## src/rtl/rchi_pkg.sv

```systemverilog
// ----------------------------------------------------------------------------
// rchi_pkg: shared types and constants for the ray convex hull clipper
// Holds the field widths, the register index codes and the queue word type.
// ----------------------------------------------------------------------------
package rchi_pkg;

	localparam int CoordW  = 16;
	localparam int EdgeW   = 17;
	localparam int NormW   = 35;
	localparam int DotW    = 54;
	localparam int MagW    = 53;
	localparam int TW      = 32;
	localparam int QDepth  = 4;

	localparam logic signed [TW-1:0] TMaxPos = 32'sh7FFF_FFFF;
	localparam logic signed [TW-1:0] TMinNeg = 32'sh8000_0000;

	typedef enum logic [2:0] {
		REG_ORIGIN_X  = 3'd0,
		REG_ORIGIN_Y  = 3'd1,
		REG_ORIGIN_Z  = 3'd2,
		REG_HEADING_X = 3'd3,
		REG_HEADING_Y = 3'd4,
		REG_HEADING_Z = 3'd5
	} reg_idx_t;

	typedef enum logic [1:0] {
		BK_IDLE,
		BK_DIV,
		BK_UPD,
		BK_OUT
	} bk_state_t;

	// One classified plane, handed from the front to the back.
	typedef struct packed {
		logic signed [DotW-1:0] numer;
		logic signed [DotW-1:0] denom;
		logic                   last;
	} plane_t;

endpackage

```

## src/rtl/rchi_queue.sv

```systemverilog
// ----------------------------------------------------------------------------
// rchi_queue: plane queue
// Small FIFO that decouples plane setup from the bound update.
// ----------------------------------------------------------------------------
module rchi_queue import rchi_pkg::*; #(
	parameter int Depth = QDepth
) (
	input  logic   clk,
	input  logic   arst_n,
	input  logic   wr_valid,
	output logic   wr_ready,
	input  plane_t wr_data,
	output logic   rd_valid,
	input  logic   rd_ready,
	output plane_t rd_data
);

	localparam int AW = (Depth > 1) ? $clog2(Depth) : 1;

	plane_t            mem_q [Depth];
	logic [AW-1:0]     wp_q, rp_q;
	logic [AW:0]       cnt_q;
	logic              wr, rd;

	assign wr_ready = cnt_q != (AW+1)'(Depth);
	assign rd_valid = cnt_q != '0;
	assign rd_data  = mem_q[rp_q];
	assign wr = wr_valid && wr_ready;
	assign rd = rd_valid && rd_ready;

	always_ff @(posedge clk or negedge arst_n) begin
		if (!arst_n) begin
			wp_q  <= '0;
			rp_q  <= '0;
			cnt_q <= '0;
		end else begin
			if (wr) wp_q <= (wp_q == AW'(Depth-1)) ? '0 : wp_q + 1'b1;
			if (rd) rp_q <= (rp_q == AW'(Depth-1)) ? '0 : rp_q + 1'b1;
			cnt_q <= cnt_q + (AW+1)'(wr) - (AW+1)'(rd);
		end
	end

	always_ff @(posedge clk) begin
		if (wr) mem_q[wp_q] <= wr_data;
	end

endmodule

```

## config.mk

```make
export PLATFORM = sky130hd
export DESIGN_NAME = rchi_queue
export DESIGN_NICKNAME = d
export VERILOG_FILES = /design/src/rtl/rchi_pkg.sv /design/src/rtl/rchi_queue.sv
export SDC_FILE = /design/constraint.sdc
export NUM_CORES = 1
export LEC_CHECK = 0
export ABC_AREA = 1
export BUFFER_PORTS_ARGS = -buffer_cell sky130_fd_sc_hd__buf_2
export CORE_MARGIN = 3
export CORE_UTILIZATION = 40
export CTS_CLUSTER_DIAMETER = 150
export CTS_CLUSTER_SIZE = 20
export DETAILED_ROUTE_END_ITERATION = 7
export SLEW_MARGIN = 10
export SYNTH_ARGS = -nofsm -noshare
export SYNTH_HDL_FRONTEND = slang
export SYNTH_SLANG_ARGS = --single-unit
```

## constraint.sdc

```tcl
create_clock -name clk -period 6.8 [get_ports clk]
set_clock_uncertainty 0.2 [all_clocks]
set_input_delay 0 -clock clk [delete_from_list [all_inputs] [get_ports clk]]
set_output_delay 0 -clock clk [all_outputs]
set_load 0.01 [all_outputs]
```

==> results of run 1 <==
## kinds of logic (layout without fill, tap and decap cells)
kind of cell               count (synthesis)  after routing
AOI/OAI and AO/OA                        218            218
other                                      0              5
adders and majority gates                  8              8
DFF                                      443            443
and+or+nand+nor                          356            356
buffers and inverters                    304            709
## layout by cell type, fill, tap and decap left out
cell type | Yosys | layout
nor2_1 | 7 | 3
ha_1 | 7 | 7
clkbuf_16 | 0 | 27
dfrtp_1 | 7 | 5
buf_4 | 12 | 8
o211ai_1 | 191 | 191
diode_2 | 0 | 5
edfxtp_1 | 436 | 436
inv_4 | 0 | 1
nor2_4 | 0 | 4
dfrtp_4 | 0 | 2
inv_1 | 231 | 231
nand2_1 | 344 | 344
nand3_1 | 5 | 5
clkbuf_1 | 6 | 20
dlygate4sd3_1 | 0 | 195
inv_16 | 0 | 1
o211ai_2 | 27 | 27
buf_2 | 15 | 223
buf_12 | 0 | 3
fa_1 | 1 | 1
## registers in the layout (all words and copies together), names as in the netlist
signal / cells
mem_q: 436
rp_q: 2
wp_q: 2
cnt_q: 3
## area by class of cell
| cell class | instances | area [sq um] |
|---|---|---|
| Fill cell | 3846 | 22210 |
| Sequential cell | 443 | 13280 |
| Multi-Input combinational cell | 582 | 3252 |
| Timing Repair Buffer | 429 | 3188 |
| Inverter | 232 | 873.3 |
| Clock buffer | 47 | 750.7 |
| Tap cell | 592 | 740.7 |
| Clock inverter | 1 | 20.02 |
| Antenna cell | 5 | 12.51 |
## timing repair
| action | in CTS | in global routing |
|---|---|---|
| hold buffers | 195 | 0 |
| endpoints found under the hold margin | 449 | 0 |
| setup endpoints to repair | 0 | 0 |
## worst register-to-register path, delay by kind of cell (launching register included)
kind	cells	cell delay [ns]
AND/OR/NAND/NOR	4	1.37
buffers and inverters	1	0.71
flip-flops	1	0.42
## power breakdown
| part | total [mW] | leakage [nW] | switching (mW) | internal (mW) |
|---|---|---|---|---|
| combinational | 2.97 | 4.23 | 1.96 | 1.01 |
| sequential | 3.82 | 4.08 | 0.237 | 3.58 |
| clock | 1.60 | 0.366 | 0.845 | 0.756 |
## worst max path at each step
stage                         from                      end  slack, ns  depth (start not counted)
4_1_cts        rp_q[1]$_DFFE_PN0P_              rd_data[46]       3.23                          5
3_3_place_gp    cnt_q[1]$_DFF_PN0_   mem_q[2][26]$_DFFE_PP_       3.60                          5
6_report       rp_q[1]$_DFFE_PN0P_              rd_data[43]       3.34                          5
2_1_floorplan   cnt_q[1]$_DFF_PN0_    mem_q[0][0]$_DFFE_PP_       0.69                          4
5_1_grt        rp_q[1]$_DFFE_PN0P_              rd_data[46]       3.05                          5
3_5_place_dp    cnt_q[1]$_DFF_PN0_  mem_q[2][100]$_DFFE_PP_       3.59                          5
## through the flow
stage | cells | setup slack, ns
2_1_floorplan | 1329 | 0.6929
3_3_place_gp | 2083 | 3.605
3_5_place_dp | 2083 | 3.585
4_1_cts | 2326 | 3.228
5_1_grt | 2330 | 3.050
6_report | 2331 | 3.345
## routing by layer
| metal | track usage (%) | vias up | routed length (microns) |
|---|---|---|---|
| met5 | 0 | - | 30 |
| met4 | 3.218 | 6 | 571 |
| met3 | 2.968 | 51 | 2136 |
| met2 | 26.33 | 227 | 17960 |
| met1 | 22.87 | 5301 | 17970 |
| li1 | - | 5386 | - |
==> metrics.cfg, run 1 <==
[finish]
nets = 1835
final_core_util_pct = 49.90
drive_gt1_share_pct = 17.07
final_area_sq_um = 22110
syn_to_final_growth_pct = 22.93

[global_routing]
grt_antenna_before_repair = 10
grt_pass1_wl_microns = 60430
grt_max_degree = 249
grt_pass1_vias = 10727
grt-ovfl-total = 0
grt_usage_pct = 16.14

[floorplanning]
start_util_pct = 40.59
die_h_microns = 218.1
io_pins = 224
dieArea_sq_um = 47550
rows = 77
coreArea_sq_um = 44320
die_x_microns = 218.1

[clock_network]
cts_resized = 0
post_cts_buffers = 0
clkSinkCount = 443
clock_path_buffers = 3
clock-root-buffer = clkbuf_16
cts_buffers = 26
htree_num_levels = 1
clock_latency_ns = 0.56
cts_tree = yes
cts.clk_slew.worst_paths_ns = 0.09

[critical_path]
cp_top_family = buffers and inverters
path_buf_inv = 3
crit_chain = inv_4 > buf_4 > o211ai_1 > nand2_1 > buf_2
timing.rr.start = cnt_q[1]$_DFF_PN0_
worstReg2RegEnd = mem_q[2][22]$_DFFE_PP_
rrSetupSlack_ns = 3.68
cp_slowest_cell = buf_4
cp_max_fo = 60
start_kind = register
r2r_cells = 5
arrival_ns = 3.26
setup.worst_path.class = register to output port
worst_setup_path_end_kind = output port
cp_data_required_time_ns = 6.60
slowest_delay_ns = 0.79

[place]
place_hpwl_microns = 21570
place.gp.congestion = 0.7087
numPortBuffers = 223
place_area_sq_um = 19380

[yosys]
yosys_warnings = 0
yosysTopAreaCellShare_pct = 72.79
synth_fa_ha_area_share_pct = 0.5982
ys_top_cells_by_count = edfxtp_1 (436), nand2_1 (344), inv_1 (231)
synth.distinct_cells = 15
netlist_area_sq_um = 17990
async_reset_ff_share_pct = 1.580
yosysMostFrequentCell = edfxtp_1
synth_area_leaders = edfxtp_1 (73%), o211ai_1 (8.0%), nand2_1 (7.2%)
syn_area_per_cell_sq_um = 13.53
synth_seq_area_share_pct = 73.76
synth_xor_area_share_pct = 0
synthSimpleGateAreaFrac_pct = 7.464
synth_top_family_by_area = compound AO/OA/AOI/OAI gates
synthCells = 1329
synth_top_area_cell = edfxtp_1
synth_edf_count = 436
synthFlopType = edfxtp_1
synth_compound_area_share_pct = 9.850
synthMuxAreaShare_pct = 0
synth.ff_latch_count = 443
synth_fp_nets = 1450

[detailed_routing]
vias = 10971
routed_via_density = 4.707
drtAntennaViolNets = 0
drtPass1Iterations = 5
drt_iter0_drc = 817
drc = 0
routedWlPerCell_microns = 16.59
routed_wirelength_microns = 38670

[sta]
relSlewSlack_pct = 24.31
worstMarginPinSlew_ns = 1.135
fin_crit_ns = 3.455
maxSlewViolCount = 0
fmax_mhz = 289.4
whs_ns = 0.02264
period_share_pct = 50.81
finalHoldViolCount = 0
setup_viol = 0
rsz0062_at_grt = no
tns_ns = 0

[run]
cap_violations = 0

[min_path]
hp-class = input port to register
hp-start = wr_data[85]
whs_path_depth = 2
min_to = mem_q[0][85]$_DFFE_PP_

[power]
power.total_mw = 8.388
leakagePower_nw = 8.670
peakVddDrop_uv = 295.2
p_per_area_nw_per_um2 = 379.3

[run_status]
outcome = complete, no violations

Power figures use the tool's default switching activity.
==> run 2, diff against run 1 <==
ABC_AREA = 0   (was 1)
clock period = 3.4 ns   (was 6.8 ns; I/O delays follow)
==> run 2 against run 1 <==
Effect of this change:
- cell area shrank 5.9%
- count of clock-buffer cells in the layout down 11
- cell count decreased by 32%
- die area is 10% lower
- synthesized area fell by 10%
- power is 88% higher
- synthesized cell count down 54%
- sequential power rose by 98%
- critical endpoint is now rd_data[40]
==> metrics.cfg, run 2 <==
[finish]
syn_to_final_growth_pct = 29.03
final_cell_mix = edfxtp_1 (436), buf_2 (223), dlygate4sd3_1 (202)
largest_reg_flops = 436  ; unchanged
fin_cells = 1583  ; -32%
nets = 1177  ; -36%
reg_top3 = mem_q (436), cnt_q (3)
antennaDiodeCount = 0  ; -5
final_area_sq_um = 20810  ; -5.9%
final_common_cell = edfxtp_1
drive_gt1_share_pct = 36.90  ; +20 points
largest_register = mem_q

[yosys]
yosysTopAreaCellShare_pct = 81.19  ; +8.4 points
syn_area_per_cell_sq_um = 26.57  ; +96%
synth_seq_area_share_pct = 82.27  ; +8.5 points
synth.ff_latch_count = 443  ; unchanged
yosysMostFrequentCell = edfxtp_1
synth_top_area_cell = edfxtp_1
yosys_warnings = 0  ; unchanged
synth.distinct_cells = 19  ; +4
synthCells = 607  ; -54%
async_reset_ff_share_pct = 1.580  ; unchanged
synth_area_leaders = edfxtp_1 (81%), mux4_2 (15%), dfrtp_1 (1.1%)
ys_top_cells_by_count = edfxtp_1 (436), mux4_2 (109), buf_4 (9)
netlist_area_sq_um = 16130  ; -10%
synth_edf_count = 436  ; unchanged
synth_fp_nets = 728  ; -50%
synthFlopType = edfxtp_1

[sta]
finalHoldViolCount = 0  ; unchanged
period_share_pct = 78.46
rsz0062_at_grt = no
tns_ns = 0  ; unchanged
setup_viol = 0  ; unchanged
worstMarginPinSlew_ns = 0.6882  ; -0.4472 ns
fin_crit_ns = 2.668
fmax_mhz = 374.9
maxSlewViolCount = 0  ; unchanged
whs_ns = 0.01054  ; -0.01210 ns
relSlewSlack_pct = 54.12  ; +30 points

[critical_path]
timing.rr.start = cnt_q[1]$_DFF_PN0_
cp_max_fo = 40  ; -33%
startpoint = rp_q[0]$_DFFE_PN0P_
r2r_cells = 10  ; +5
cp_data_required_time_ns = 3.20  ; -3.40 ns
start_kind = register
worstReg2RegEnd = cnt_q[2]$_DFF_PN0_
arrival_ns = 2.47  ; -0.79 ns
rrSetupSlack_ns = 0.74  ; -2.94 ns
setup.worst_path.class = register to output port
worstSetupEndpoint = rd_data[40]
worst_setup_path_end_kind = output port

[place]
numPortBuffers = 223  ; unchanged
placed_cells = 1344  ; -35%
place_area_sq_um = 18060  ; -6.8%
place.gp.congestion = 0.6794  ; -4.1%
place_hpwl_microns = 18810  ; -13%

[power]
swShare_pct = 29.59  ; -6.7 points
p_comb_share_pct = 32.3  ; -3.1 points
power_frac_clock_pct = 19.7  ; +0.6 points
p_per_area_nw_per_um2 = 757.8  ; +100%
power.switching_mw = 4.665  ; +53%
p_int_mw = 11.10  ; +110%
leakagePower_nw = 7.125  ; -18%
seq_power_share_pct = 48.0  ; +2.5 points
peakVddDrop_uv = 518.8  ; +76%

[clock_network]
clock-root-buffer = clkbuf_16
post_cts_buffers = 0  ; unchanged
cts_buffers = 26  ; unchanged
cts_tree = yes
clock_latency_ns = 0.55  ; about the same
clock_path_buffers = 3  ; unchanged
clkSinkCount = 443  ; unchanged
htree_num_levels = 1  ; unchanged
cts.clk_slew.worst_paths_ns = 0.08  ; about the same

[floorplanning]
io_pins = 224  ; unchanged
dieArea_sq_um = 42760  ; -10%
start_util_pct = 41.06  ; +0.47 points
rows = 72  ; -6.5%
die_h_microns = 206.8  ; -5.2%
coreArea_sq_um = 39280  ; -11%
die_x_microns = 206.8  ; -5.2%

[detailed_routing]
vias = 7903  ; -28%
drtPass1Iterations = 4  ; -1
routed_via_density = 4.992  ; +6.1%
routedWlPerCell_microns = 20.41  ; +23%
drtAntennaViolNets = 0  ; unchanged
drt_iter0_drc = 477  ; -42%
drc = 0  ; unchanged
routed_wirelength_microns = 32310  ; -16%

[global_routing]
grt-ovfl-total = 0  ; unchanged
grt_pass1_wl_microns = 49210  ; -19%
grt_pass1_vias = 8512  ; -21%
grt_max_degree = 69  ; -72%
grt_antenna_before_repair = 0  ; -10
grt_usage_pct = 15.01  ; -1.1 points

[min_path]
hp-class = input port to register
whs_path_depth = 2  ; unchanged

[run_status]
outcome = complete, no violations

[run]
cap_violations = 0  ; unchanged

## run 2: cell count changes after synthesis, sizes merged, moves of 44 or more
cell,previous run,this run
o211ai,218,0
buf,66,22
mux4,0,109
inv,232,7
nand2,344,1
## run 2: power by group through the flow
stage | clock, mW | combinational, mW | sequential (mW)
2_1_floorplan | 0 | 3.20 | 7.51
6_report | 3.10 | 5.10 | 7.57
3_5_place_dp | 0 | 5.07 | 7.72
5_1_grt | 3.39 | 5.53 | 7.67
3_3_place_gp | 0 | 5.05 | 7.67
4_1_cts | 3.21 | 5.27 | 7.59
## run 2: cell type report
cell class / count / area, sq um
clock buffers: 36 / 709.4
clock inverters: 1 / 20.02
fillers: 3155 / 18470
inverters: 7 / 26.28
multi-input cells: 133 / 2716
flip-flops and latches: 443 / 13280
well taps: 518 / 648.1
repair buffers: 445 / 3413
## run 2: layer usage
| layer | global-route usage, % | up-vias | wire length, microns |
|---|---|---|---|
| li1 | - | 3495 | - |
| met1 | 20.06 | 4188 | 13650 |
| met2 | 25.90 | 179 | 16300 |
| met3 | 2.854 | 41 | 1638 |
| met4 | 3.419 | 0 | 709 |
| met5 | 0 | - | 0 |
## run 2: kinds of logic (layout without fill, tap and decap cells)
kind of cell	Yosys count	count (layout)	share of synthesized area [%]
flops	443	443	82.27
mux	113	113	15.55
buf+inv	31	489	0.9776
simple gates	10	10	0.4267
fa+ha+maj	8	8	0.6672
xor+xnor	2	2	0.1086
## run 2: repair_timing
action / 4_1_cts / 5_1_grt
resized for setup: 0 / 0
endpoints found under the hold margin: 551 / 0
hold buffers: 202 / 0
## run 2: worst min-delay path by stage
| stage | start | to |
|---|---|---|
| after floorplan | arst_n | cnt_q[0]$_DFF_PN0_ |
| after global placement | arst_n | cnt_q[0]$_DFF_PN0_ |
| after detailed placement | arst_n | wp_q[1]$_DFFE_PN0P_ |
| after CTS | wr_data[21] | mem_q[0][21]$_DFFE_PP_ |
| after global routing | wr_data[38] | mem_q[3][38]$_DFFE_PP_ |
| final | wr_data[38] | mem_q[2][38]$_DFFE_PP_ |
## run 2: critical path, cell delays in order (launching register included)
cell     delay, ns
dfrtp_4       0.77
buf_12        0.38
mux4_2        0.56
buf_2         0.16
## run 2: metrics by stage
| step | power [mW] | setup WS (ns) | utilization, % |
|---|---|---|---|
| after floorplan | 10.72 | 0.7302 | - |
| after global placement | 12.72 | 0.8348 | 45.97 |
| after detailed placement | 12.79 | 0.7748 | 45.97 |
| after CTS | 16.07 | 0.5961 | 52.98 |
| after global routing | 16.59 | 0.5343 | 52.98 |
| final | 15.77 | 0.7323 | 52.98 |
