**src/rtl/rchi_pkg.sv**
```systemverilog
// ----------------------------------------------------------------------------
// rchi_pkg: shared types and constants for the ray convex hull clipper
// Holds the field widths, the register index codes and the queue word type.
// ----------------------------------------------------------------------------
package rchi_pkg;

	localparam int CoordW  = 16;
	localparam int EdgeW   = 17;
	localparam int NormW   = 35;
	localparam int DotW    = 54;
	localparam int MagW    = 53;
	localparam int TW      = 32;
	localparam int QDepth  = 4;

	localparam logic signed [TW-1:0] TMaxPos = 32'sh7FFF_FFFF;
	localparam logic signed [TW-1:0] TMinNeg = 32'sh8000_0000;

	typedef enum logic [2:0] {
		REG_ORIGIN_X  = 3'd0,
		REG_ORIGIN_Y  = 3'd1,
		REG_ORIGIN_Z  = 3'd2,
		REG_HEADING_X = 3'd3,
		REG_HEADING_Y = 3'd4,
		REG_HEADING_Z = 3'd5
	} reg_idx_t;

	typedef enum logic [1:0] {
		BK_IDLE,
		BK_DIV,
		BK_UPD,
		BK_OUT
	} bk_state_t;

	// One classified plane, handed from the front to the back.
	typedef struct packed {
		logic signed [DotW-1:0] numer;
		logic signed [DotW-1:0] denom;
		logic                   last;
	} plane_t;

endpackage

```
**src/rtl/rchi_div.sv**
```systemverilog
// ----------------------------------------------------------------------------
// rchi_div: restoring divider
// Computes num * 2^16 / den one quotient bit a cycle from the magnitudes, then applies the sign, with saturation.
// ----------------------------------------------------------------------------
module rchi_div import rchi_pkg::*; (
	input  logic                   clk,
	input  logic                   arst_n,
	input  logic                   start,
	input  logic signed [DotW-1:0] num,
	input  logic signed [DotW-1:0] den,
	output logic                   done,
	output logic signed [TW-1:0]   t
);

	localparam int QW = 32;

	logic [MagW-1:0] d_q;
	logic [MagW:0]   r_q;
	logic [MagW-1:0] n_q;
	logic [QW-1:0]   q_q;
	logic [6:0]      cnt_q;
	logic            busy_q, neg_q;
	logic [MagW:0]   r_sh;
	logic [MagW:0]   r_sub;

	// Numerator shifts in MSB first, then 16 zero bits for the fraction.
	assign r_sh  = {r_q[MagW-1:0], n_q[MagW-1]};
	assign r_sub = r_sh - {1'b0, d_q};

	always_ff @(posedge clk or negedge arst_n) begin
		if (!arst_n) begin
			busy_q <= 1'b0;
			done   <= 1'b0;
			cnt_q  <= '0;
		end else begin
			done <= 1'b0;
			if (start) begin
				busy_q <= 1'b1;
				cnt_q  <= 7'(MagW + 16);
			end else if (busy_q) begin
				cnt_q <= cnt_q - 1'b1;
				if (cnt_q == 7'd1) begin
					busy_q <= 1'b0;
					done   <= 1'b1;
				end
			end
		end
	end

	logic [QW-1:0]  mag;
	logic           sat_q;

	// A set bit shifted out of the top of the quotient register means the
	// result no longer fits, so the saturation flag latches.
	always_ff @(posedge clk) begin
		if (start) begin
			neg_q <= num[DotW-1] ^ den[DotW-1];
			n_q   <= num[DotW-1] ? MagW'(-num) : MagW'(num);
			d_q   <= den[DotW-1] ? MagW'(-den) : MagW'(den);
			r_q   <= '0;
			q_q   <= '0;
			sat_q <= 1'b0;
		end else if (busy_q) begin
			n_q <= {n_q[MagW-2:0], 1'b0};
			if (q_q[QW-1]) sat_q <= 1'b1;
			if (!r_sub[MagW]) begin
				r_q <= r_sub;
				q_q <= {q_q[QW-2:0], 1'b1};
			end else begin
				r_q <= r_sh;
				q_q <= {q_q[QW-2:0], 1'b0};
			end
		end
	end

	assign mag = q_q;
	always_comb begin
		if (sat_q || mag[QW-1])
			t = neg_q ? TMinNeg : TMaxPos;
		else
			t = neg_q ? -$signed(mag) : $signed(mag);
	end

endmodule

```
**src/rtl/rchi_back.sv**
```systemverilog
// ----------------------------------------------------------------------------
// rchi_back: bound update
// Pops a plane, divides unless the plane is parallel or the ray already missed,
// updates the interval and emits on the last plane.
module rchi_back import rchi_pkg::*; (
	input  logic          clk,
	input  logic          arst_n,
	input  logic          in_valid,
	output logic          in_ready,
	input  plane_t        in_plane,
	output logic          out_valid,
	input  logic          out_ready,
	output logic          out_hit,
	output logic [TW-2:0] out_dist
);

	bk_state_t             st_q, st_d;
	logic signed [TW-1:0]  lo_q, hi_q;
	logic                  miss_q, last_q, dneg_q;
	logic                  start, done;
	logic signed [TW-1:0]  t;
	logic                  zero_den;

	rchi_div u_div (
		.clk, .arst_n, .start,
		.num(in_plane.numer), .den(in_plane.denom),
		.done, .t
	);

	assign zero_den = in_plane.denom == '0;
	assign out_valid = st_q == BK_OUT;

	always_comb begin
		st_d = st_q;
		in_ready = 1'b0;
		start = 1'b0;
		unique case (st_q)
			BK_IDLE: begin
				in_ready = 1'b1;
				if (in_valid) begin
					if (!miss_q && !zero_den) begin
						start = 1'b1;
						st_d = BK_DIV;
					end else if (in_plane.last) begin
						st_d = BK_OUT;
					end
				end
			end
			BK_DIV: if (done) st_d = BK_UPD;
			BK_UPD: st_d = last_q ? BK_OUT : BK_IDLE;
			BK_OUT: if (out_ready) st_d = BK_IDLE;
			default: st_d = BK_IDLE;
		endcase
	end

	always_ff @(posedge clk or negedge arst_n) begin
		if (!arst_n) begin
			st_q   <= BK_IDLE;
			lo_q   <= '0;
			hi_q   <= TMaxPos;
			miss_q <= 1'b0;
			last_q <= 1'b0;
			dneg_q <= 1'b0;
			out_hit  <= 1'b0;
			out_dist <= '0;
		end else begin
			st_q <= st_d;
			if (st_q == BK_IDLE && in_valid) begin
				last_q <= in_plane.last;
				dneg_q <= in_plane.denom[DotW-1];
				if (!miss_q && zero_den) begin
					if (in_plane.last) begin
						out_hit <= 1'b0;
						out_dist <= '0;
						lo_q <= '0; hi_q <= TMaxPos; miss_q <= 1'b0;
					end else miss_q <= 1'b1;
				end else if (miss_q && in_plane.last) begin
					out_hit <= 1'b0;
					out_dist <= '0;
					lo_q <= '0; hi_q <= TMaxPos; miss_q <= 1'b0;
				end
			end
			if (st_q == BK_UPD) begin
				logic signed [TW-1:0] lo_n, hi_n;
				lo_n = (dneg_q && t > lo_q) ? t : lo_q;
				hi_n = (!dneg_q && t < hi_q) ? t : hi_q;
				if (last_q) begin
					out_hit  <= !(lo_n > hi_n);
					out_dist <= (lo_n > hi_n) ? '0 : lo_n[TW-2:0];
					lo_q <= '0; hi_q <= TMaxPos; miss_q <= 1'b0;
				end else begin
					lo_q <= lo_n;
					hi_q <= hi_n;
					miss_q <= lo_n > hi_n;
				end
			end
		end
	end

endmodule

```
**config.mk**
```make
export PLATFORM = sky130hd
export DESIGN_NAME = rchi_back
export DESIGN_NICKNAME = d
export VERILOG_FILES = /design/src/rtl/rchi_pkg.sv /design/src/rtl/rchi_div.sv /design/src/rtl/rchi_back.sv
export SDC_FILE = /design/constraint.sdc
export NUM_CORES = 1
export LEC_CHECK = 0
export ABC_AREA = 0
export BUFFER_PORTS_ARGS = -buffer_cell sky130_fd_sc_hd__buf_2
export CORE_MARGIN = 10
export CORE_UTILIZATION = 25
export DETAILED_ROUTE_END_ITERATION = 10
export GPL_ROUTABILITY_DRIVEN = 0
export HOLD_SLACK_MARGIN = 0.06
export PLACE_DENSITY = 0.37
export SLEW_MARGIN = 20
export SYNTH_ARGS = -nofsm -noshare
export SYNTH_HDL_FRONTEND = slang
export SYNTH_SLANG_ARGS = --single-unit
```
**constraint.sdc**
```tcl
create_clock -name clk -period 17.7 [get_ports clk]
set_clock_uncertainty 0.05 [all_clocks]
set_input_delay 2.655 -clock clk [delete_from_list [all_inputs] [get_ports clk]]
set_output_delay 2.655 -clock clk [all_outputs]
set_load 0.02 [all_outputs]
```
==> impl_metrics.py, run 1 <==
metrics = {
    "critical_path": {
        "critPathMostFrequentCell": "a21o_1",
        "r2r-start": "u_div.mag[15]$_SDFFE_PP0P_",
        "critical_path.slowest_cell": "nor4b_1",
        "r2r_end": "out_dist[15]$_DFF_PN0_",
        "crit_arrival_ns": 8.56,
        "path_class": "reg2reg",
        "cpLargestDelayFamily": "simple AND/OR/NAND/NOR gates",
        "critPathMaxFanout": 36,
        "endpoint_kind": "flip-flop",
        "r2r_slack_ns": 9.58,
        "start_kind": "flip-flop",
        "critPathMaxStageDelay_ns": 0.74,
        "startpoint": "u_div.mag[15]$_SDFFE_PP0P_",
        "ff2ff_path_depth": 32,
        "cp_data_required_time_ns": 18.14,
        "cp.buffers_inverters": 3,
    },
    "detailed_routing": {
        "drc_errors": 0,
        "wire_per_inst_um": 18.1,
        "wl_um": 65700,
        "first_pass_iters": 7,
        "dr_total_vias": 17695,
        "viasPerCell": 4.87,
        "ant_nets": 0,
        "drtIter0Drc": 1005,
    },
    "logic_synthesis": {
        "synth_edf_count": 107,
        "ys_seq_area_share_pct": 36.9,
        "synth_flop_cell": "edfxtp_1",
        "async_flop_share_pct": 36.3,
        "synth_cell_types": 79,
        "syn_avg_cell_area_um2": 8.63,
        "syn-cell-area_um2": 20900,
        "ys_ff_latch": 303,
        "ys_warn_count": 0,
        "synth_cells": 2423,
        "syn-num-nets": 2690,
    },
    "clocking": {
        "cts_sinks": 303,
        "ctsResizeCount": 0,
        "cts_tree": "built",
        "numCtsBuffers": 43,
        "cts.clk_slew.worst_paths_ns": 0.05,
        "hold_buffers": 0,
        "h-tree-depth": 2,
        "cts_setup_buffers": 0,
        "clock_latency_ns": 0.59,
        "ctsRootBufferMaster": "clkbuf_16",
        "cts_buffer_depth": 3,
    },
    "timing": {
        "slew_headroom_pct": 31.6,
        "timing.fmax_mhz": 123,
        "drv_slew": 0,
        "rsz0062_at_grt": "no",
        "finalSetupTns_ns": 0,
        "hold_viol_final": 0,
        "min_period_over_period_pct": 45.9,
        "period_needed_ns": 8.12,
        "worstMarginPinSlew_ns": 1.03,
        "setup_viol": 0,
        "hold_slack_ns": 0.422,
    },
    "placement": {
        "port_buffers": 146,
        "dpl_cell_area_um2": 22700,
        "dp_hpwl_um": 48400,
    },
    "power_and_ir_drop": {
        "netSwitchingFraction_pct": 45.0,
        "p_per_area_nw_per_um2": 198,
        "p_int_w": 0.00264,
        "vdd.ir_drop.worst_mv": 0.104,
        "pwr-share-clk_pct": 18.8,
        "pwr-share-comb_pct": 54.6,
        "power_switching_w": 0.00215,
        "p_seq_share_pct": 26.6,
        "p_leak_nw": 10.8,
    },
    "grt": {
        "gr-usage-all-layers_pct": 13.6,
        "grt_first_pass_wirelength_um": 104000,
        "grt_pass1_vias": 18270,
        "antenna_found_initial": 1,
        "grt_use_met1_pct": 17.0,
        "use_met2_pct": 23.8,
        "use_met3_pct": 2.07,
        "top_usage_layer": "met2",
        "grt_max_degree": 104,
        "grt.overflow.total": 0,
    },
    "die": {
        "start_util_pct": 25.1,
        "core-area_um2": 83300,
        "die_w_um": 309,
        "die_h_um": 309,
        "dieArea_um2": 95600,
        "num_rows": 106,
        "io_pins": 147,
    },
    "run": {
        "max_cap_viol_count": 0,
    },
    "cells_and_area": {
        "final_cell_mix": "246 x nand2_1, 243 x o21ai_0, 202 x inv_1, 184 x a21oi_1, 163 x nor2_1",
        "syn_to_final_growth_pct": 15.7,
        "nFillCells": 8928,
        "diodes": 0,
        "nets": 2782,
        "layout_commonest_cell": "nand2_1",
        "drive_above_1_share_pct": 12.0,
        "stdcell_area_um2": 24200,
        "finalCoreUtilization_pct": 29.0,
    },
    "outcome": {
        "status": "finished, final reports clean",
    },
    "hold_path": {
        "whs_path_depth": 2,
        "hp-class": "reg2reg",
        "hold_end": "out_dist[13]$_DFF_PN0_",
        "hold_start": "out_dist[13]$_DFF_PN0_",
    },
}
==> power by group through the flow <==
stage	combinational, W	clock, W	sequential (W)
global placement	0.00263	0	0.00128
floorplan	0.00193	0	0.00123
global route	0.00297	0.000961	0.00132
finish	0.00261	0.000900	0.00127
CTS	0.00265	0.000938	0.00128
detailed placement	0.00264	0	0.00129
==> worst min-delay path, stage by stage (launching register included) <==
cell and delay (ns):
dfrtp_1 0.33, nand2_1 0.04, o21ai_0 0.06
==> cells in the mapped netlist, drive strengths merged, types with 10 or more instances <==
cell     count  area [µm²]
dfstp       31         815
or4         19         150
a211oi      14         105
o211ai      11        82.6
dfxtp       86        1720
nor3        41         205
nand2      246         923
inv        204         766
o21ai      244        1220
and2        12        75.1
dfrtp       79        1980
nor4        16         106
or2         14        87.6
o41ai       14         130
buf         19        98.8
clkbuf      97         364
xor2        61         534
o21bai      11        86.3
nor2b       15        93.8
nand4       32         200
o21a        35         263
a2bb2oi     21         184
or3         35         224
edfxtp     107        3210
nand3       31         160
nor2       165         619
nand2b      12        75.1
a31oi       17         106
ha         153        1910
a22o        11        96.3
a21oi      184         921
o311a       13         130
a21o        51         383
o31ai       45         353
mux2i       96         961
o22a        10        87.6
xnor2       96         841
==> routing by layer <==
layer  vias up  wire (µm)
li1       8859          -
met1      8502      29400
met2       240      32100
met3        94       2270
met4         0       1940
met5         -          0
==> logic make-up (layout without fill, tap and decap cells) <==
family | count (synthesis) | count (layout) | synth area share [%]
AOI/OAI and AO/OA | 726 | 726 | 21.7
xor gates and xnor gates | 157 | 157 | 6.58
adders and majority gates | 154 | 154 | 9.25
buffers and inverters | 321 | 448 | 5.89
DFF | 303 | 303 | 36.9
muxes | 102 | 102 | 4.92
and+or+nand+nor | 660 | 660 | 14.8
==> sequential cells by signal (all words and copies together), names as in the netlist <==
signal        cells
dneg_q            1
hi_q             32
last_q            1
lo_q             32
miss_q            1
out_dist         31
out_hit           1
st_q              2
u_div.busy_q      1
u_div.cnt_q       7
u_div.d_q        53
u_div.done        1
u_div.mag        32
u_div.n_q        53
u_div.neg_q       1
u_div.r_q        53
u_div.sat_q       1
==> stage by stage <==
stage / instances / setup slack (ns) / total power (W)
after floorplan: 2423 / 10.63 / 0.00316
after global placement: 3550 / 9.76 / 0.00391
after detailed placement: 3550 / 9.66 / 0.00393
after CTS: 3630 / 9.64 / 0.00487
after global routing: 3630 / 8.80 / 0.00525
final: 3630 / 9.58 / 0.00479
==> cell type report <==
cell class	count	area, µm²	share of cell area [%]
clock inverters	16	183	0.755
multi-input cells	1799	12000	49.6
clock buffers	64	1300	5.37
inverters	205	774	3.20
repair buffers	163	861	3.56
flip-flops and latches	303	7730	32.0
well taps	1080	1350	5.59
==> how the worst max path moves through the flow <==
| stage | cells after the start | to | slack, ns |
|---|---|---|---|
| floorplan | 32 | out_dist[21]$_DFF_PN0_ | 10.63 |
| global placement | 32 | out_dist[1]$_DFF_PN0_ | 9.76 |
| detailed placement | 32 | out_dist[28]$_DFF_PN0_ | 9.66 |
| CTS | 32 | out_dist[15]$_DFF_PN0_ | 9.64 |
| global route | 32 | out_dist[10]$_DFF_PN0_ | 8.80 |
| finish | 32 | out_dist[15]$_DFF_PN0_ | 9.58 |
Power figures use the tool's default switching activity.
==> run 2, diff against run 1 <==
Settings changed: PLACE_DENSITY 0.37 to 0.38.
Clock period 17.7 ns to 7.1 ns, I/O delays scaled along.
==> impl_metrics.py, run 2 (synthesized netlist as in run 1, its figures left out) <==
metrics = {
    "power_and_ir_drop": {
        "vdd.ir_drop.worst_mv": 0.161,
        "p_per_area_nw_per_um2": 501,
        "p_leak_nw": 11.1,
    },
    "clocking": {
        "cts.clk_slew.worst_paths_ns": 0.06,
        "cts_buffer_depth": 3,
        "cts_sinks": 303,
        "h-tree-depth": 2,
        "cts_tree": "built",
        "clock_latency_ns": 0.59,
        "numCtsBuffers": 42,
        "ctsRootBufferMaster": "clkbuf_16",
    },
    "detailed_routing": {
        "ant_nets": 0,
        "wire_per_inst_um": 18.1,
        "dr_total_vias": 18093,
        "drc_errors": 0,
        "viasPerCell": 4.90,
        "first_pass_iters": 5,
        "wl_um": 66800,
        "drtIter0Drc": 867,
    },
    "timing": {
        "drv_slew": 0,
        "fin_ws_ns": 0.268,
        "hold_slack_ns": 0.431,
        "worstMarginPinSlew_ns": 0.960,
        "period_needed_ns": 6.83,
        "hold_viol_final": 0,
        "slew_headroom_pct": 36.0,
        "setup_viol": 0,
        "min_period_over_period_pct": 96.2,
        "timing.fmax_mhz": 146,
    },
    "critical_path": {
        "critical_path.slowest_cell": "or3_4",
        "r2r-start": "u_div.mag[15]$_SDFFE_PP0P_",
        "cpLargestDelayFamily": "compound AO/OA/AOI/OAI gates",
        "endpoint_kind": "flip-flop",
        "r2r_end": "out_dist[3]$_DFF_PN0_",
        "r2r_slack_ns": 0.27,
        "crit_arrival_ns": 7.27,
        "cp_data_required_time_ns": 7.54,
        "start_kind": "flip-flop",
        "critPathMaxFanout": 22,
        "critPathMostFrequentCell": "a21o_1",
        "startpoint": "u_div.mag[15]$_SDFFE_PP0P_",
        "ff2ff_path_depth": 32,
        "critPathMaxStageDelay_ns": 0.40,
        "cp.buffers_inverters": 7,
        "path_class": "reg2reg",
    },
    "cells_and_area": {
        "nets": 2845,
        "syn_to_final_growth_pct": 18.7,
        "top_regs": "u_div.d_q x53, u_div.n_q x53, u_div.r_q x53",
        "drive_above_1_share_pct": 15.1,
        "stdcell_area_um2": 24800,
        "diodes": 0,
        "finalNonFillerCells": 3692,
        "final_cell_mix": "246 x nand2_1, 211 x o21ai_0, 200 x inv_1, 179 x a21oi_1, 164 x nor2_1",
        "layout_commonest_cell": "nand2_1",
    },
    "hold_path": {
        "whs_path_depth": 2,
        "hp-class": "reg2reg",
        "hold_start": "out_dist[20]$_DFF_PN0_",
        "hold_end": "out_dist[20]$_DFF_PN0_",
    },
    "die": {
        "die_h_um": 309,
        "dieArea_um2": 95600,
        "start_util_pct": 25.1,
        "num_rows": 106,
        "core-area_um2": 83300,
        "die_w_um": 309,
        "io_pins": 147,
    },
    "grt": {
        "grt_pass1_vias": 18577,
        "gr-usage-all-layers_pct": 13.7,
        "grt_first_pass_wirelength_um": 106000,
        "grt_max_degree": 104,
        "antenna_found_initial": 2,
        "grt.overflow.total": 0,
    },
    "placement": {
        "dpl_cell_area_um2": 23100,
        "dp_hpwl_um": 49800,
        "port_buffers": 146,
        "placed_cells": 3604,
        "dpl_worst_slack_ns": -0.110,
    },
    "outcome": {
        "status": "finished, final reports clean",
    },
    "run": {
        "max_cap_viol_count": 0,
    },
}
## run 2: how the worst max path moves through the flow
stage                                  end  slack [ns]  depth (start not counted)
CTS                 out_dist[24]$_DFF_PN0_       0.002                         34
global route        out_dist[26]$_DFF_PN0_       -0.03                         34
detailed placement  out_dist[11]$_DFF_PN0_       -0.11                         31
global placement     out_dist[7]$_DFF_PN0_        0.03                         31
floorplan           out_dist[21]$_DFF_PN0_        0.03                         32
finish               out_dist[3]$_DFF_PN0_        0.27                         32
## run 2: per-layer routing
metal / share of wire [%] / vias to the layer above / global-route usage (%)
met4: 2.0 / 0 / 3.40
met5: 0 / - / 0
met1: 45 / 8796 / 17.1
met2: 50 / 230 / 24.6
met3: 2.9 / 76 / 1.75
li1: - / 8991 / -
## run 2: power by group
part	leakage (nW)	total [W]	switching [W]	internal, W
registers	3.12	0.00320	0.000569	0.00263
clock network	0.677	0.00216	0.000848	0.00131
logic	7.32	0.00707	0.00410	0.00297
total	11.1	0.0124	0.00552	0.00691
## run 2: metrics by stage
stage / utilization, % / TNS, ns / total power (W)
2_1_floorplan: - / 0 / 0.00788
3_3_place_gp: 27.8 / 0 / 0.00998
3_5_place_dp: 27.8 / -1.96 / 0.0101
4_1_cts: 29.4 / 0 / 0.0123
5_1_grt: 29.8 / -0.354 / 0.0136
6_report: 29.8 / 0 / 0.0124
## run 2: timing repair
item / in CTS / in global routing
resized for setup: 2 / 86
buffers inserted: 2 / 7
pin swaps: 1 / 8
endpoints found under the setup margin: 31 / 33
cloned: 0 / 1
hold buffers: 0 / 0
## run 2: cell type report
| cell class | count | area (µm²) |
|---|---|---|
| flip-flops and latches | 303 | 7730 |
| clock inverters | 20 | 243 |
| multi-input cells | 1799 | 12200 |
| well taps | 1080 | 1350 |
| fillers | 8859 | 58500 |
| repair buffers | 227 | 1400 |
| clock buffers | 58 | 1140 |
| inverters | 205 | 774 |
## run 2: worst reg2reg max path: cells and delay by family (launching register included)
family | cells | cell delay [ns]
AO/OA/AOI/OAI | 15 | 2.77
AND/OR/NAND/NOR | 7 | 1.79
buffers and inverters | 7 | 1.06
adder cells (fa/ha/maj) | 2 | 0.55
flip-flops | 1 | 0.30
multiplexers | 1 | 0.24
==> run 3, diff against run 2 <==
Settings changed: CORE_ASPECT_RATIO from default to 0.5, PLACE_DENSITY 0.38 to default.
==> impl_metrics.py, run 3 (synthesized netlist as in run 1, its figures left out) <==
metrics = {
    "grt": {
        "grt_max_degree": 111,
        "grt.overflow.total": 0,
        "grt_pass1_vias": 17606,
        "antenna_found_initial": 5,
        "gr-usage-all-layers_pct": 11.7,
        "grt_first_pass_wirelength_um": 94400,
    },
    "cells_and_area": {
        "syn_to_final_growth_pct": 18.4,
        "layout_commonest_cell": "nand2_1",
        "top_regs": "u_div.d_q x53, u_div.n_q x53, u_div.r_q x53",
        "final_cell_mix": "246 x nand2_1, 211 x o21ai_0, 199 x inv_1, 184 x a21oi_1, 164 x nor2_1",
        "nets": 2836,
        "drive_above_1_share_pct": 14.7,
        "nFillCells": 8658,
        "ff_latch_area_um2": 7730,
        "multi_input_area_um2": 12100,
        "stdcell_area_um2": 24800,
    },
    "detailed_routing": {
        "wire_per_inst_um": 16.2,
        "dr_total_vias": 18088,
        "drtIter0Drc": 1235,
        "wl_um": 60100,
        "drc_errors": 0,
        "ant_nets": 0,
        "viasPerCell": 4.88,
        "first_pass_iters": 6,
    },
    "timing": {
        "period_needed_ns": 6.89,
        "finalSetupTns_ns": 0,
        "drv_slew": 0,
        "timing.fmax_mhz": 145,
        "hold_slack_ns": 0.426,
        "setup_viol": 0,
        "hold_viol_final": 0,
        "fin_ws_ns": 0.214,
        "min_period_over_period_pct": 97.0,
        "slew_headroom_pct": 28.1,
        "worstMarginPinSlew_ns": 1.08,
    },
    "critical_path": {
        "r2r_slack_ns": 0.21,
        "crit_arrival_ns": 7.32,
        "critPathMaxStageDelay_ns": 0.49,
        "r2r-start": "u_div.mag[2]$_SDFFE_PP0P_",
        "ff2ff_path_depth": 32,
        "start_kind": "flip-flop",
        "critical_path.slowest_cell": "or3_4",
        "critPathMaxFanout": 12,
        "cp_data_required_time_ns": 7.53,
        "endpoint_kind": "flip-flop",
        "r2r_end": "out_dist[21]$_DFF_PN0_",
        "path_class": "reg2reg",
    },
    "power_and_ir_drop": {
        "p_per_area_nw_per_um2": 495,
        "p_total_w": 0.0123,
        "p_seq_share_pct": 25.9,
        "pwr-share-clk_pct": 16.6,
        "pwr-share-comb_pct": 57.5,
        "p_int_w": 0.00687,
        "vdd.ir_drop.worst_mv": 0.228,
        "power_switching_w": 0.00539,
        "netSwitchingFraction_pct": 44.0,
        "p_leak_nw": 11.1,
    },
    "die": {
        "num_rows": 74,
        "start_util_pct": 25.4,
        "io_pins": 147,
        "dieArea_um2": 96300,
        "die_h_um": 225,
        "die_w_um": 429,
        "core-area_um2": 82200,
    },
    "placement": {
        "port_buffers": 146,
        "dpl_cell_area_um2": 23100,
        "dpl_worst_slack_ns": 0.0948,
        "dp_hpwl_um": 43900,
    },
    "run": {
        "max_cap_viol_count": 0,
    },
    "clocking": {
        "cts_sinks": 303,
        "h-tree-depth": 2,
        "cts.clk_slew.worst_paths_ns": 0.06,
        "cts_tree": "built",
        "clock_latency_ns": 0.56,
        "hold_buffers": 0,
        "cts_buffer_depth": 3,
        "ctsRootBufferMaster": "clkbuf_16",
        "numCtsBuffers": 36,
    },
    "hold_path": {
        "whs_path_depth": 1,
        "hold_start": "u_div.done$_DFF_PN0_",
        "hp-class": "reg2reg",
        "hold_end": "st_q[0]$_DFFE_PN0P_",
    },
    "outcome": {
        "status": "finished, final reports clean",
    },
}
run 3: cell types whose count changed in the layout (fill, tap and decap cells not counted), moves of 5 or more:
cell | previous run | this run
a21oi_1 | 179 | 184
buf_4 | 72 | 67
a21oi_2 | 5 | 0
clkbuf_1 | 13 | 3
o21ai_2 | 14 | 6
o21ai_1 | 19 | 27
diode_2 | 0 | 5
run 3: worst max-delay path: cells and delay by family (launching register included):
| kind | cells | cell delay [ns] |
|---|---|---|
| buffers and inverters | 5 | 0.74 |
| adder cells (fa/ha/maj) | 2 | 0.46 |
| AND/OR/NAND/NOR | 8 | 2.12 |
| multiplexers | 2 | 0.54 |
| AO/OA/AOI/OAI | 15 | 2.53 |
| flip-flops | 1 | 0.32 |
run 3: stage by stage:
| step | utilization (%) | cells |
|---|---|---|
| 5_1_grt | 30.1 | 3704 |
| 3_5_place_dp | 28.0 | 3610 |
| 2_1_floorplan | - | 2423 |
| 4_1_cts | 29.6 | 3676 |
| 3_3_place_gp | 28.0 | 3610 |
| 6_report | 30.1 | 3704 |
run 3: power by group through the flow:
stage	clock (W)	combinational (W)	sequential, W
after detailed placement	0	0.00661	0.00319
final	0.00203	0.00705	0.00318
after global placement	0	0.00649	0.00318
after global routing	0.00215	0.00787	0.00328
after CTS	0.00208	0.00666	0.00317
after floorplan	0	0.00481	0.00307
run 3: layout make-up:
class                   instances  share of cell area, %
inverters                     205                   3.13
flip-flops and latches        303                   31.2
repair buffers                224                   5.80
multi-input cells            1799                   49.0
clock buffers                  46                   4.21
diodes                          5                 0.0506
clock inverters                20                   1.01
well taps                    1102                   5.57
run 3: timing repair:
action                     4_1_cts  5_1_grt
resized for setup                0       68
setup endpoints to repair        0       33
setup buffers                    0       18
run 3: how the worst max path moves through the flow:
stage                                    start                endpoint  slack, ns  cells after the start
floorplan           u_div.mag[15]$_SDFFE_PP0P_  out_dist[21]$_DFF_PN0_       0.03                     32
global placement    u_div.mag[15]$_SDFFE_PP0P_   out_dist[5]$_DFF_PN0_       0.16                     32
detailed placement  u_div.mag[15]$_SDFFE_PP0P_   out_dist[9]$_DFF_PN0_       0.09                     32
CTS                 u_div.mag[15]$_SDFFE_PP0P_   out_dist[9]$_DFF_PN0_       0.04                     32
global route         u_div.mag[2]$_SDFFE_PP0P_  out_dist[20]$_DFF_PN0_      -0.10                     35
finish               u_div.mag[2]$_SDFFE_PP0P_  out_dist[21]$_DFF_PN0_       0.21                     32
run 3: metal layers:
metal  wire, µm  track usage [%]  up-vias  share of wire (%)
li1           -                -     8983                  -
met1      25800             14.1     8651                 43
met2      29900             21.0      354                 50
met3       2280             1.58      100                3.8
met4       1990             4.83        0                3.3
met5          0                0        -                  0
